<file path="src/rtl/crc_remainder_generator_core_assert.svh">
// assertion macros for the crc remainder generator
`ifndef CRC_REMAINDER_GENERATOR_CORE_ASSERT_SVH
`define CRC_REMAINDER_GENERATOR_CORE_ASSERT_SVH

`ifndef SYNTHESIS
`define CRG_ASSERT(label, clock, resetn, prop, msg) \
    label: assert property (@(posedge clock) disable iff (!resetn) prop) else $error(msg);
`define CRG_ASSERT_NEXT(label, clock, resetn, cond, prop, msg) \
    label: assert property (@(posedge clock) disable iff (!resetn) cond |=> prop) else $error(msg);
`else
`define CRG_ASSERT(label, clock, resetn, prop, msg)
`define CRG_ASSERT_NEXT(label, clock, resetn, cond, prop, msg)
`endif

`endif

</file>
<file path="src/rtl/crg_pkg.sv">
package crg_pkg;

    localparam int unsigned CFG_DATA_W = 32;
    localparam int unsigned CFG_ADDR_W = 3;
    localparam int unsigned POLY_W     = 32;
    localparam int unsigned WIDTH_W    = 6;
    localparam int unsigned REM_W      = 32;

    localparam logic [POLY_W-1:0]  POLY_RESET  = 32'd5;
    localparam logic [WIDTH_W-1:0] WIDTH_RESET = 6'd3;

    typedef enum logic {
        REG_POLY  = 1'b0,
        REG_WIDTH = 1'b1
    } crg_reg_t;

    typedef struct packed {
        logic [POLY_W-1:0]  poly_low_bits;
        logic [WIDTH_W-1:0] crc_width;
    } crg_cfg_t;

endpackage

</file>
<file path="src/rtl/crg_regs.sv">
module crg_regs (
    input  logic                            clk,
    input  logic                            rst_n,
    input  logic                            psel,
    input  logic                            penable,
    input  logic                            pwrite,
    input  logic [crg_pkg::CFG_ADDR_W-1:0]  paddr,
    input  logic [crg_pkg::CFG_DATA_W-1:0]  pwdata,
    output logic [crg_pkg::CFG_DATA_W-1:0]  prdata,
    output crg_pkg::crg_cfg_t               cfg
);
    import crg_pkg::*;

    logic [POLY_W-1:0]  poly_reg;
    logic [POLY_W-1:0]  poly_next;
    logic [WIDTH_W-1:0] width_reg;
    logic [WIDTH_W-1:0] width_next;
    logic               wr_en;
    crg_reg_t           sel;

    assign wr_en = psel & penable & pwrite;
    assign sel   = crg_reg_t'(paddr[2]);

    always_comb
    begin
        poly_next  = poly_reg;
        width_next = width_reg;
        if (wr_en)
        begin
            unique case (sel)
                REG_POLY:  poly_next  = pwdata[POLY_W-1:0];
                REG_WIDTH: width_next = pwdata[WIDTH_W-1:0];
                default:   ;
            endcase
        end
    end

    always_ff @(posedge clk or negedge rst_n)
    begin
        if (!rst_n)
        begin
            poly_reg  <= POLY_RESET;
            width_reg <= WIDTH_RESET;
        end
        else
        begin
            poly_reg  <= poly_next;
            width_reg <= width_next;
        end
    end

    always_comb
    begin
        unique case (sel)
            REG_POLY:  prdata = poly_reg;
            REG_WIDTH: prdata = CFG_DATA_W'(width_reg);
            default:   prdata = '0;
        endcase
    end

    assign cfg.poly_low_bits = poly_reg;
    assign cfg.crc_width     = width_reg;

endmodule

</file>
<file path="src/rtl/crg_step.sv">
module crg_step #(
    parameter int unsigned MAX_CRC_WIDTH = 32
) (
    input  crg_pkg::crg_cfg_t         cfg,
    input  logic [MAX_CRC_WIDTH-1:0]  rem_in,
    input  logic                      data_bit,
    output logic [MAX_CRC_WIDTH-1:0]  rem_out
);
    import crg_pkg::*;

    localparam int unsigned EW = 7;

    logic [EW-1:0]            width_ext;
    logic [EW-1:0]            width_eff;
    logic [EW-1:0]            top_idx;
    logic [MAX_CRC_WIDTH-1:0] mask;
    logic [MAX_CRC_WIDTH-1:0] rem_cut;
    logic [MAX_CRC_WIDTH-1:0] rem_shift;
    logic [MAX_CRC_WIDTH-1:0] poly_ext;
    logic                     top_bit;
    logic                     feedback;

    assign width_ext = EW'(cfg.crc_width);

    // clamp the width into 1..MAX_CRC_WIDTH
    always_comb
    begin
        priority if (width_ext == '0)
            width_eff = EW'(1);
        else if (width_ext > EW'(MAX_CRC_WIDTH))
            width_eff = EW'(MAX_CRC_WIDTH);
        else
            width_eff = width_ext;
    end

    assign top_idx = width_eff - EW'(1);

    always_comb
    begin
        mask    = '0;
        top_bit = 1'b0;
        for (int i = 0; i < MAX_CRC_WIDTH; i++)
        begin
            mask[i] = (EW'(i) < width_eff);
            top_bit = top_bit | (rem_in[i] & (EW'(i) == top_idx));
        end
    end

    assign rem_cut   = rem_in & mask;
    assign feedback  = top_bit ^ data_bit;
    assign rem_shift = (rem_cut << 1) & mask;
    assign poly_ext  = MAX_CRC_WIDTH'(cfg.poly_low_bits) & mask;
    assign rem_out   = feedback ? (rem_shift ^ poly_ext) : rem_shift;

endmodule

</file>
<file path="src/rtl/crc_remainder_generator_core.sv">
// bit-serial crc remainder generator with a programmable generator polynomial
//
// message bits enter on the bit channel (bit_valid, bit_stall, data_bit,
// last_bit), most significant bit first, one item per cycle while bit_stall is low.
// an item with last_bit set closes the message: in the cycle after it is taken its
// remainder shows on the rem channel (rem_valid, rem_stall, remainder), held in an
// output register, and the running remainder is cleared for the next message.
// throughput is one bit per cycle while bit_stall is low; the update loop through
// the remainder register sets that figure.
// while a result waits under rem_stall, bits that are not last are still
// taken; only a further last bit is held off by bit_stall.
// reset clears the running remainder and the output valid, and loads the
// polynomial register with 5 and the width register with 3.
// configuration goes over the apb port: polynomial at 0x0, width at 0x4; the user
// must write them only while no message is in progress, which the block does not enforce.
`include "crc_remainder_generator_core_assert.svh"

module crc_remainder_generator_core #(
    parameter int unsigned MAX_CRC_WIDTH = 32
) (
    input  logic                            clk,
    input  logic                            rst_n,
    input  logic                            bit_valid,
    output logic                            bit_stall,
    input  logic                            data_bit,
    input  logic                            last_bit,
    output logic                            rem_valid,
    input  logic                            rem_stall,
    output logic [crg_pkg::REM_W-1:0]       remainder,
    input  logic                            psel,
    input  logic                            penable,
    input  logic                            pwrite,
    input  logic [crg_pkg::CFG_ADDR_W-1:0]  paddr,
    input  logic [crg_pkg::CFG_DATA_W-1:0]  pwdata,
    output logic [crg_pkg::CFG_DATA_W-1:0]  prdata,
    output logic                            pready
);
    import crg_pkg::*;

    crg_cfg_t                 cfg;
    logic [MAX_CRC_WIDTH-1:0] run_reg;
    logic [MAX_CRC_WIDTH-1:0] run_next;
    logic [MAX_CRC_WIDTH-1:0] step_out;
    logic [REM_W-1:0]         rem_reg;
    logic [REM_W-1:0]         rem_next;
    logic                     rem_valid_reg;
    logic                     rem_valid_next;
    logic                     bit_acc;
    logic                     rem_acc;

    crg_regs u_regs (
        .clk     (clk),
        .rst_n   (rst_n),
        .psel    (psel),
        .penable (penable),
        .pwrite  (pwrite),
        .paddr   (paddr),
        .pwdata  (pwdata),
        .prdata  (prdata),
        .cfg     (cfg)
    );

    crg_step #(
        .MAX_CRC_WIDTH (MAX_CRC_WIDTH)
    ) u_step (
        .cfg      (cfg),
        .rem_in   (run_reg),
        .data_bit (data_bit),
        .rem_out  (step_out)
    );

    assign pready    = 1'b1;
    assign bit_stall = rem_valid_reg & rem_stall & last_bit;
    assign bit_acc   = bit_valid & ~bit_stall;
    assign rem_acc   = rem_valid_reg & ~rem_stall;

    always_comb
    begin
        run_next       = run_reg;
        rem_next       = rem_reg;
        rem_valid_next = rem_valid_reg;
        if (rem_acc)
            rem_valid_next = 1'b0;
        if (bit_acc)
        begin
            if (last_bit)
            begin
                run_next       = '0;
                rem_next       = REM_W'(step_out);
                rem_valid_next = 1'b1;
            end
            else
                run_next = step_out;
        end
    end

    always_ff @(posedge clk or negedge rst_n)
    begin
        if (!rst_n)
        begin
            run_reg       <= '0;
            rem_valid_reg <= 1'b0;
        end
        else
        begin
            run_reg       <= run_next;
            rem_valid_reg <= rem_valid_next;
        end
    end

    always_ff @(posedge clk)
    begin
        rem_reg <= rem_next;
    end

    assign rem_valid = rem_valid_reg;
    assign remainder = rem_reg;

    `CRG_ASSERT_NEXT(a_clear_after_last, clk, rst_n, bit_acc && last_bit, run_reg == '0, "running remainder not cleared after last item")
    `CRG_ASSERT_NEXT(a_result_from_last, clk, rst_n, bit_acc && last_bit, rem_valid_reg, "no result after last item")
    `CRG_ASSERT_NEXT(a_result_drains, clk, rst_n, rem_acc && !(bit_acc && last_bit), !rem_valid_reg, "result repeated after being taken")
    `CRG_ASSERT(a_stall_only_when_full, clk, rst_n, bit_stall |-> rem_valid_reg && last_bit, "input stalled without a pending result")

endmodule

</file>
<file path="config.mk">
export PLATFORM = sky130hd
export DESIGN_NAME = crc_remainder_generator_core
export DESIGN_NICKNAME = d
export VERILOG_FILES = /design/src/rtl/crg_pkg.sv /design/src/rtl/crg_regs.sv /design/src/rtl/crg_step.sv /design/src/rtl/crc_remainder_generator_core.sv
export VERILOG_INCLUDE_DIRS = /design/src /design/src/rtl
export SDC_FILE = /design/constraint.sdc
export NUM_CORES = 1
export LEC_CHECK = 0
export BUFFER_PORTS_ARGS = -buffer_cell sky130_fd_sc_hd__buf_2
export CORE_MARGIN = 10
export CORE_UTILIZATION = 57
export DETAILED_ROUTE_END_ITERATION = 12
export PLACE_DENSITY = 0.81
export SLEW_MARGIN = 0
export SYNTH_ARGS = -nofsm -noshare
export SYNTH_HDL_FRONTEND = slang
export SYNTH_SLANG_ARGS = --single-unit
</file>
<file path="constraint.sdc">
create_clock -name clk -period 3.5 [get_ports clk]
set_input_delay 0.7 -clock clk [delete_from_list [all_inputs] [get_ports clk]]
set_output_delay 0.7 -clock clk [all_outputs]
set_load 0.02 [all_outputs]
</file>
==> results.json, run 1 <==
{
  "die-area_sq_um": 15800,
  "seq_power_share": 0.410,
  "p_leak_nw": 3.21,
  "grt_pass1_vias": 5767,
  "fin_tns_setup_ps": 0,
  "setup_viol": 0,
  "fin_crit_ps": 3260,
  "cts_tree": "done",
  "io_buffers": 107,
  "syn_area_per_cell_sq_um": 9.55,
  "worst_skew_pair.late_latency_ps": 400,
  "gp_congestion": 0.921,
  "rows": 38,
  "syn_nets": 710,
  "ctsResizeCount": 0,
  "drtIter0Drc": 635,
  "min_path_type": "input pin to async pin",
  "p_clk_frac": 0.184,
  "wl_per_cell_um": 19.7,
  "grt_antenna_before_repair": 0,
  "final_max_slew_viol_count": 0,
  "diodes": 0,
  "drc_errors": 0,
  "fin_util": 0.664,
  "nNetsFinal": 801,
  "syn_inst": 666,
  "hold_viol": 0,
  "final_common_cell": "buf_2",
  "maxCapViolations": 0,
  "postPlaceCellArea_sq_um": 7010,
  "io_pins": 111,
  "slew_headroom": 0.400,
  "status": "finished clean",
  "place_hpwl_um": 12500,
  "fmax_mhz": 306,
  "path_max_fanout": 24,
  "synth.yosys.seq_area_share": 0.431,
  "p_comb_frac": 0.406,
  "power.switching_mw": 1.81,
  "die_w_um": 126,
  "synth.distinct_cells": 67,
  "grt_use_total": 0.221,
  "fin_skew_ps": 18.5,
  "drive_above_1_share": 0.265,
  "ir_drop_v": 0.000583,
  "hold_buffers": 0,
  "powerDensity_nw_per_um2": 620,
  "crit_path_end_kind": "register",
  "cts_setup_buffers": 0,
  "synthToLayoutAreaGrowth_pct": 13.5,
  "drtPass1Iterations": 5,
  "core-area_sq_um": 10900,
  "post-route-period-util": 0.932,
  "start_kind": "register",
  "internal-power_mw": 2.67,
  "syn_area_sq_um": 6360,
  "die_y_um": 126,
  "final_cell_mix": "107 x buf_2, 67 x dfrtp_1, 65 x nand2_1",
  "synth_warnings": 0,
  "design_area_sq_um": 7220,
  "swShare": 0.404,
  "async_flop_share": 0.689,
  "worst_ep_required_time_ps": 3690,
  "cts.path.max_buffers": 2,
  "grt_max_degree": 39,
  "criticalPathCategory": "register to register",
  "holdWs_ps": 418,
  "start_util": 0.584,
  "synth_seq_cells": 103,
  "via_per_inst": 6.37,
  "clockRootBuffer": "clkbuf_8",
  "rsz0062_at_grt": "false",
  "htree_levels": 3,
  "vias": 5746,
  "cp.arrival_ps": 3450,
  "synth_edf_count": 32,
  "drt-total-wl_um": 17800,
  "cts_buffers": 9,
  "cts_sinks": 103,
  "yosys_most_used_dff": "dfrtp_1",
  "grt-ovfl-total": 0,
  "grt_pass1_wl_um": 29200,
  "path_clk_slew_ps": 100,
  "max_slew.worst_pin.slew_ps": 900,
  "ant_nets": 0
}
critical path, stage by stage, from the launching register on:
cell and delay (ps):
dfstp_2 820, mux2_1 370, a2bb2oi_1 150, nand4_1 110, o32a_1 380, o31a_1 260, xor2_2 200, buf_4 320
a21oi_1 150, nor3_1 280
synthesized netlist by cell type (8+ instances only):
| library cell | count | area share |
|---|---|---|
| dfrtp_1 | 67 | 0.26 |
| nand2_1 | 65 | 0.038 |
| a21oi_1 | 48 | 0.038 |
| mux2_2 | 44 | 0.078 |
| nor2_1 | 39 | 0.023 |
| mux2i_1 | 33 | 0.052 |
| edfxtp_1 | 32 | 0.15 |
| nand3_1 | 31 | 0.024 |
| clkbuf_1 | 28 | 0.017 |
| nor2b_1 | 23 | 0.023 |
| nor3_1 | 22 | 0.017 |
| o21ai_0 | 22 | 0.017 |
| inv_1 | 18 | 0.011 |
| nand4_1 | 16 | 0.016 |
| a21o_1 | 14 | 0.017 |
| nor4_1 | 14 | 0.014 |
| nor4b_1 | 11 | 0.015 |
| or3_1 | 10 | 0.0098 |
| a211o_1 | 8 | 0.011 |
| buf_2 | 8 | 0.0063 |
| nand4b_1 | 8 | 0.011 |
final timing paths:
kind	startpoint	to	slack (ps)	cells after the start
worst max-delay path	u_regs.width_reg[0]$_DFFE_PN1P_	remainder[13]$_DFFE_PP_	240	9
worst min-delay path	rst_n	u_regs.poly_reg[14]$_DFFE_PN0P_	420	1
worst max register to register	u_regs.width_reg[0]$_DFFE_PN1P_	remainder[13]$_DFFE_PP_	240	9
worst min register to register	rem_valid$_DFF_PN0_	rem_valid$_DFF_PN0_	510	1
max in group asynchronous	rst_n	u_regs.poly_reg[0]$_DFFE_PN1P_	2310	2
min in group clk	rem_valid$_DFF_PN0_	rem_valid$_DFF_PN0_	510	1
through the flow:
step           instances  power, mW  setup WS [ps]
2_1_floorplan        666       3.13            438
3_3_place_gp         886       3.56            381
3_5_place_dp         886       3.65            317
4_1_cts              902       4.47            275
5_1_grt              902       4.74           71.4
6_report             902       4.48            236
power by group through the flow:
stage / clock (mW) / sequential, mW / combinational (mW)
2_1_floorplan: 0 / 1.78 / 1.35
5_1_grt: 0.881 / 1.87 / 1.98
4_1_cts: 0.834 / 1.82 / 1.81
6_report: 0.826 / 1.84 / 1.82
3_3_place_gp: 0 / 1.83 / 1.73
3_5_place_dp: 0 / 1.85 / 1.80
metal layers:
| metal | track usage | up-vias | part of all wire |
|---|---|---|---|
| met5 | 0 | - | 0 |
| li1 | - | 2630 | - |
| met1 | 0.267 | 2827 | 0.41 |
| met3 | 0.0587 | 28 | 0.078 |
| met4 | 0.0596 | 0 | 0.015 |
| met2 | 0.381 | 261 | 0.50 |
area by class of cell:
type,count,area (sq um)
fill,878,3660
multi-input combinational,495,3280
sequential,103,2740
timing repair buffer,130,746
tap,140,175
clock buffer,10,128
clock inverter,6,85.1
inverter,18,67.6
cells by family (layout without fill, tap and decap cells):
group           after synthesis  count (layout)  share of synthesized area
other cells                   1               1                   0.000589
xor+xnor                      3               3                    0.00826
compound gates              131             131                      0.132
buf+inv                      68             164                     0.0537
mux                          78              78                      0.132
flops                       103             103                      0.431
simple gates                282             282                      0.242
(Power assumes the default switching activity.)
==> run 2, diff against run 1 <==
--- a/config.mk
+++ b/config.mk
@@ -8,9 +8,8 @@
 export LEC_CHECK = 0
 export BUFFER_PORTS_ARGS = -buffer_cell sky130_fd_sc_hd__buf_2
 export CORE_MARGIN = 10
-export CORE_UTILIZATION = 57
+export CORE_UTILIZATION = 41
 export DETAILED_ROUTE_END_ITERATION = 12
-export PLACE_DENSITY = 0.81
 export SLEW_MARGIN = 0
 export SYNTH_ARGS = -nofsm -noshare
 export SYNTH_HDL_FRONTEND = slang
==> run 2 against run 1 <==
  * Combinational power is essentially flat
  * Power increased by 9.4%
  * Maximum frequency is 0.31% higher
  * Critical endpoint is now remainder[30]$_DFFE_PP_
  * Flip-flop and latch count did not move
==> results.json, run 2 (synthesis results as in run 1) <==
{
  "seq_power_share": 0.372,
  "post-route-period-util": 0.930,
  "drtIter0Drc": 525,
  "rsz0062_at_grt": "false",
  "io_buffers": 107,
  "cts.path.max_buffers": 2,
  "final_cell_mix": "106 x buf_2, 67 x dfrtp_1, 65 x nand2_1",
  "gp_congestion": 0.886,
  "cts_sinks": 103,
  "wl_per_cell_um": 19.2,
  "grt_use_total": 0.178,
  "die-area_sq_um": 20900,
  "status": "finished clean",
  "drt-total-wl_um": 18300,
  "min_path_type": "input pin to async pin",
  "clockRootBuffer": "clkbuf_16",
  "cp.arrival_ps": 3480,
  "power.switching_mw": 1.85,
  "grt_max_degree": 72,
  "synthToLayoutAreaGrowth_pct": 17.1,
  "grt_pass1_wl_um": 29400,
  "ctsResizeCount": 0,
  "slew_headroom": 0.338,
  "cp_top_family": "simple AND/OR/NAND/NOR gates",
  "fin_tns_setup_ps": 0,
  "dp_slack_ps": 288,
  "crit_path_end_kind": "register",
  "htree_levels": 3,
  "crit_top_cell": "buf_4",
  "cts_setup_buffers": 0,
  "nNetsFinal": 800,
  "p_total_mw": 4.90,
  "drive_above_1_share": 0.267,
  "via_per_inst": 5.84,
  "cp_cell_sequence": "buf_4, buf_4, and4b_1, nor3_1, nand4_1, o31a_1, xnor2_4, buf_12, or4_1, nand2_1",
  "rows": 45,
  "critPathBufInv": 3,
  "powerDensity_nw_per_um2": 658,
  "internal-power_mw": 3.05,
  "swShare": 0.378,
  "grt_pass1_vias": 5513,
  "path_max_fanout": 25,
  "worst_ep_required_time_ps": 3730,
  "cts_buffers": 9,
  "max_slew.worst_pin.slew_ps": 993,
  "maxCapViolations": 0,
  "p_comb_frac": 0.373,
  "diodes": 0,
  "cpPeakStageDelay_ps": 730,
  "grt-ovfl-total": 0,
  "core-area_sq_um": 15200,
  "fin_crit_ps": 3250,
  "criticalPathCategory": "register to register",
  "fmax_mhz": 307,
  "ant_nets": 0,
  "worst_skew_pair.late_latency_ps": 370,
  "fin_ws_ps": 246,
  "final_common_cell": "buf_2",
  "reg2reg_slack_ps": 250,
  "die_w_um": 145,
  "p_clk_frac": 0.255,
  "hold_viol": 0,
  "grt_antenna_before_repair": 0,
  "drtPass1Iterations": 5,
  "path_depth": 10,
  "start_kind": "register",
  "final_max_slew_viol_count": 0,
  "start_util": 0.419,
  "vias": 5542,
  "die_y_um": 145,
  "rr_worst_depth": 10,
  "path_clk_slew_ps": 70,
  "fin_skew_ps": 13.9,
  "setup_viol": 0,
  "io_pins": 111,
  "p_leak_nw": 3.29,
  "hold_buffers": 0,
  "drc_errors": 0,
  "place_hpwl_um": 12800,
  "cts_tree": "done",
  "cp_slowest_cell": "dfstp_2",
  "ir_drop_v": 0.000343
}
[run 2: power groups by stage]
stage / clock network [mW] / logic [mW] / registers [mW]
after floorplan: 0 / 1.35 / 1.78
after global placement: 0 / 1.78 / 1.83
after detailed placement: 0 / 1.82 / 1.84
after CTS: 1.28 / 1.83 / 1.82
after global routing: 1.31 / 2.01 / 1.87
final: 1.25 / 1.83 / 1.82
[run 2: per-stage QoR]
step	cells	utilization	hold WS (ps)	instance area, sq um
5_1_grt	949	0.490	545	7450
4_1_cts	949	0.490	517	7450
2_1_floorplan	666	-	404	6360
3_3_place_gp	933	0.466	479	7080
6_report	949	0.490	499	7450
3_5_place_dp	933	0.466	501	7080
[run 2: final timing paths]
path / end / start
worst max-delay path: remainder[30]$_DFFE_PP_ / u_regs.width_reg[0]$_DFFE_PN1P_
worst min register to register: rem_valid$_DFF_PN0_ / rem_valid$_DFF_PN0_
worst max register to register: remainder[30]$_DFFE_PP_ / u_regs.width_reg[0]$_DFFE_PN1P_
min in group clk: rem_valid$_DFF_PN0_ / rem_valid$_DFF_PN0_
worst min-delay path: u_regs.poly_reg[11]$_DFFE_PN0P_ / rst_n
max in group asynchronous: run_reg[4]$_DFFE_PN0P_ / rst_n
[run 2: layer usage]
layer  routed length [um]  up-vias  global-route usage  part of all wire
met5                    0        -                   0                 0
met4                  261        0              0.0532             0.014
met3                 1250       16              0.0439             0.068
met2                 8660      164               0.291              0.47
met1                 8090     2731               0.227              0.44
li1                     -     2631                   -                 -
[run 2: layout make-up]
| cell class | count | area (sq um) |
|---|---|---|
| inverter | 18 | 67.6 |
| multi-input combinational | 495 | 3290 |
| timing repair buffer | 129 | 753 |
| fill | 1465 | 7750 |
| clock buffer | 9 | 225 |
| sequential | 103 | 2740 |
| tap | 188 | 235 |
| clock inverter | 7 | 143 |
[run 2: worst reg2reg max path, cell delays in order (launching register included)]
cell,delay [ps]
dfstp_2,730
buf_4,280
buf_4,170
and4b_1,190
nor3_1,160
nand4_1,130
o31a_1,440
xnor2_4,230
buf_12,190
or4_1,530
nand2_1,80
==> run 3, diff against run 2 <==
--- a/config.mk
+++ b/config.mk
@@ -7,9 +7,12 @@
 export NUM_CORES = 1
 export LEC_CHECK = 0
 export BUFFER_PORTS_ARGS = -buffer_cell sky130_fd_sc_hd__buf_2
+export CELL_PAD_IN_SITES_DETAIL_PLACEMENT = 1
+export CELL_PAD_IN_SITES_GLOBAL_PLACEMENT = 1
 export CORE_MARGIN = 10
 export CORE_UTILIZATION = 41
 export DETAILED_ROUTE_END_ITERATION = 12
+export PLACE_DENSITY_LB_ADDON = 0.08
 export SLEW_MARGIN = 0
 export SYNTH_ARGS = -nofsm -noshare
 export SYNTH_HDL_FRONTEND = slang
==> run 3 against run 2 <==
  * Routed wire length rose by 12%
  * Setup slack improved by 120 ps
  * Via count rose by 1.2%
==> results.json, run 3 (synthesis results as in run 1) <==
{
  "start_util": 0.419,
  "fmax_mhz": 319,
  "grt_pass1_wl_um": 33000,
  "synthToLayoutAreaGrowth_pct": 16.4,
  "path_max_fanout": 25,
  "gp_congestion": 0.863,
  "drive_above_1_share": 0.268,
  "cts_sinks": 103,
  "final_common_cell": "buf_2",
  "criticalPathCategory": "register to register",
  "p_leak_nw": 3.27,
  "internal-power_mw": 2.92,
  "worst_ep_required_time_ps": 3740,
  "rsz0062_at_grt": "false",
  "clockRootBuffer": "clkbuf_16",
  "p_clk_frac": 0.234,
  "rr_worst_depth": 10,
  "status": "finished clean",
  "cts.path.max_buffers": 2,
  "n_fill_cell": 1751,
  "die-area_sq_um": 20900,
  "ant_nets": 0,
  "final_max_slew_viol_count": 0,
  "cts_buffers": 9,
  "power.switching_mw": 1.94,
  "drt-total-wl_um": 20500,
  "ctsResizeCount": 0,
  "cp.arrival_ps": 3370,
  "via_per_inst": 5.90,
  "cpPeakStageDelay_ps": 700,
  "drtIter0Drc": 349,
  "grt_pass1_vias": 6075,
  "start_kind": "register",
  "grt_antenna_before_repair": 0,
  "p_comb_frac": 0.388,
  "nNetsFinal": 801,
  "grt-ovfl-total": 0,
  "cts_tree": "done",
  "post-route-period-util": 0.895,
  "core-area_sq_um": 15200,
  "drtPass1Iterations": 4,
  "maxCapViolations": 0,
  "grt_use_total": 0.203,
  "fin_tns_setup_ps": 0,
  "fin_skew_ps": 9.63,
  "min_path_type": "input pin to async pin",
  "cts_setup_buffers": 0,
  "fin_util": 0.487,
  "r2r-start": "u_regs.width_reg[0]$_DFFE_PN1P_",
  "grt_max_degree": 72,
  "fin_crit_ps": 3130,
  "crit_start": "u_regs.width_reg[0]$_DFFE_PN1P_",
  "io_buffers": 107,
  "place_hpwl_um": 14200,
  "worst_skew_pair.late_latency_ps": 370,
  "htree_levels": 3,
  "wl_per_cell_um": 21.6,
  "rows": 45,
  "vias": 5606,
  "slew_headroom": 0.329,
  "powerDensity_nw_per_um2": 656,
  "swShare": 0.399,
  "io_pins": 111,
  "diodes": 0,
  "drc_errors": 0,
  "crit_path_end_kind": "register",
  "die_y_um": 145,
  "final_cell_mix": "106 x buf_2, 67 x dfrtp_1, 65 x nand2_1",
  "path_clk_slew_ps": 70,
  "setup_viol": 0,
  "reg2reg_slack_ps": 370,
  "die_w_um": 145,
  "hold_viol": 0,
  "hold_buffers": 0,
  "max_slew.worst_pin.slew_ps": 1010,
  "r2r-end": "remainder[30]$_DFFE_PP_",
  "cp_slowest_cell": "dfstp_2",
  "cp_cell_sequence": "buf_4, mux2i_1, o211ai_1, o2111ai_1, o41ai_1, o31a_1, xnor2_4, buf_12, or4_1, nand2_1",
  "ir_drop_v": 0.000355,
  "seq_power_share": 0.378
}
## run 3: metal layers
| layer | vias up | global-route usage | wire, um |
|---|---|---|---|
| li1 | 2645 | - | - |
| met1 | 2833 | 0.247 | 8900 |
| met2 | 118 | 0.353 | 10400 |
| met3 | 10 | 0.0469 | 1020 |
| met4 | 0 | 0.0484 | 172 |
| met5 | - | 0 | 0 |
## run 3: stage by stage
step / setup WS (ps) / hold WS [ps] / total power, mW / instance area [sq um] / instances
global placement: 395 / 482 / 3.66 / 7080 / 934
floorplan: 438 / 404 / 3.13 / 6360 / 666
detailed placement: 384 / 502 / 3.74 / 7080 / 934
finish: 367 / 513 / 4.86 / 7400 / 950
global route: 191 / 544 / 5.17 / 7400 / 950
CTS: 363 / 519 / 4.90 / 7400 / 950
## run 3: worst max-delay path by stage
| stage | to | slack [ps] |
|---|---|---|
| 6_report | remainder[30]$_DFFE_PP_ | 370 |
| 5_1_grt | run_reg[13]$_DFFE_PN0P_ | 190 |
| 4_1_cts | remainder[30]$_DFFE_PP_ | 360 |
| 3_5_place_dp | remainder[30]$_DFFE_PP_ | 380 |
| 3_3_place_gp | remainder[30]$_DFFE_PP_ | 400 |
| 2_1_floorplan | remainder[0]$_DFFE_PP_ | 440 |
## run 3: area by class of cell
class / instances / area [sq um] / area share
clock buffer: 9 / 225 / 0.0304
clock inverter: 7 / 100 / 0.0135
inverter: 18 / 67.6 / 0.00912
multi-input combinational: 495 / 3290 / 0.444
sequential: 103 / 2740 / 0.370
tap: 188 / 235 / 0.0318
timing repair buffer: 130 / 748 / 0.101
## run 3: power by group through the flow
stage               clock network (mW)  registers [mW]  logic [mW]
finish                            1.14            1.84        1.89
global route                      1.22            1.88        2.07
CTS                               1.17            1.83        1.90
detailed placement                   0            1.86        1.88
global placement                     0            1.84        1.82
floorplan                            0            1.78        1.35
## run 3: critical path, delay by kind of cell (launching register included)
kind	cells	cell delay (ps)
flops	1	700
buf+inv	2	470
compound gates	4	820
simple gates	2	580
xor+xnor	1	210
mux	1	210
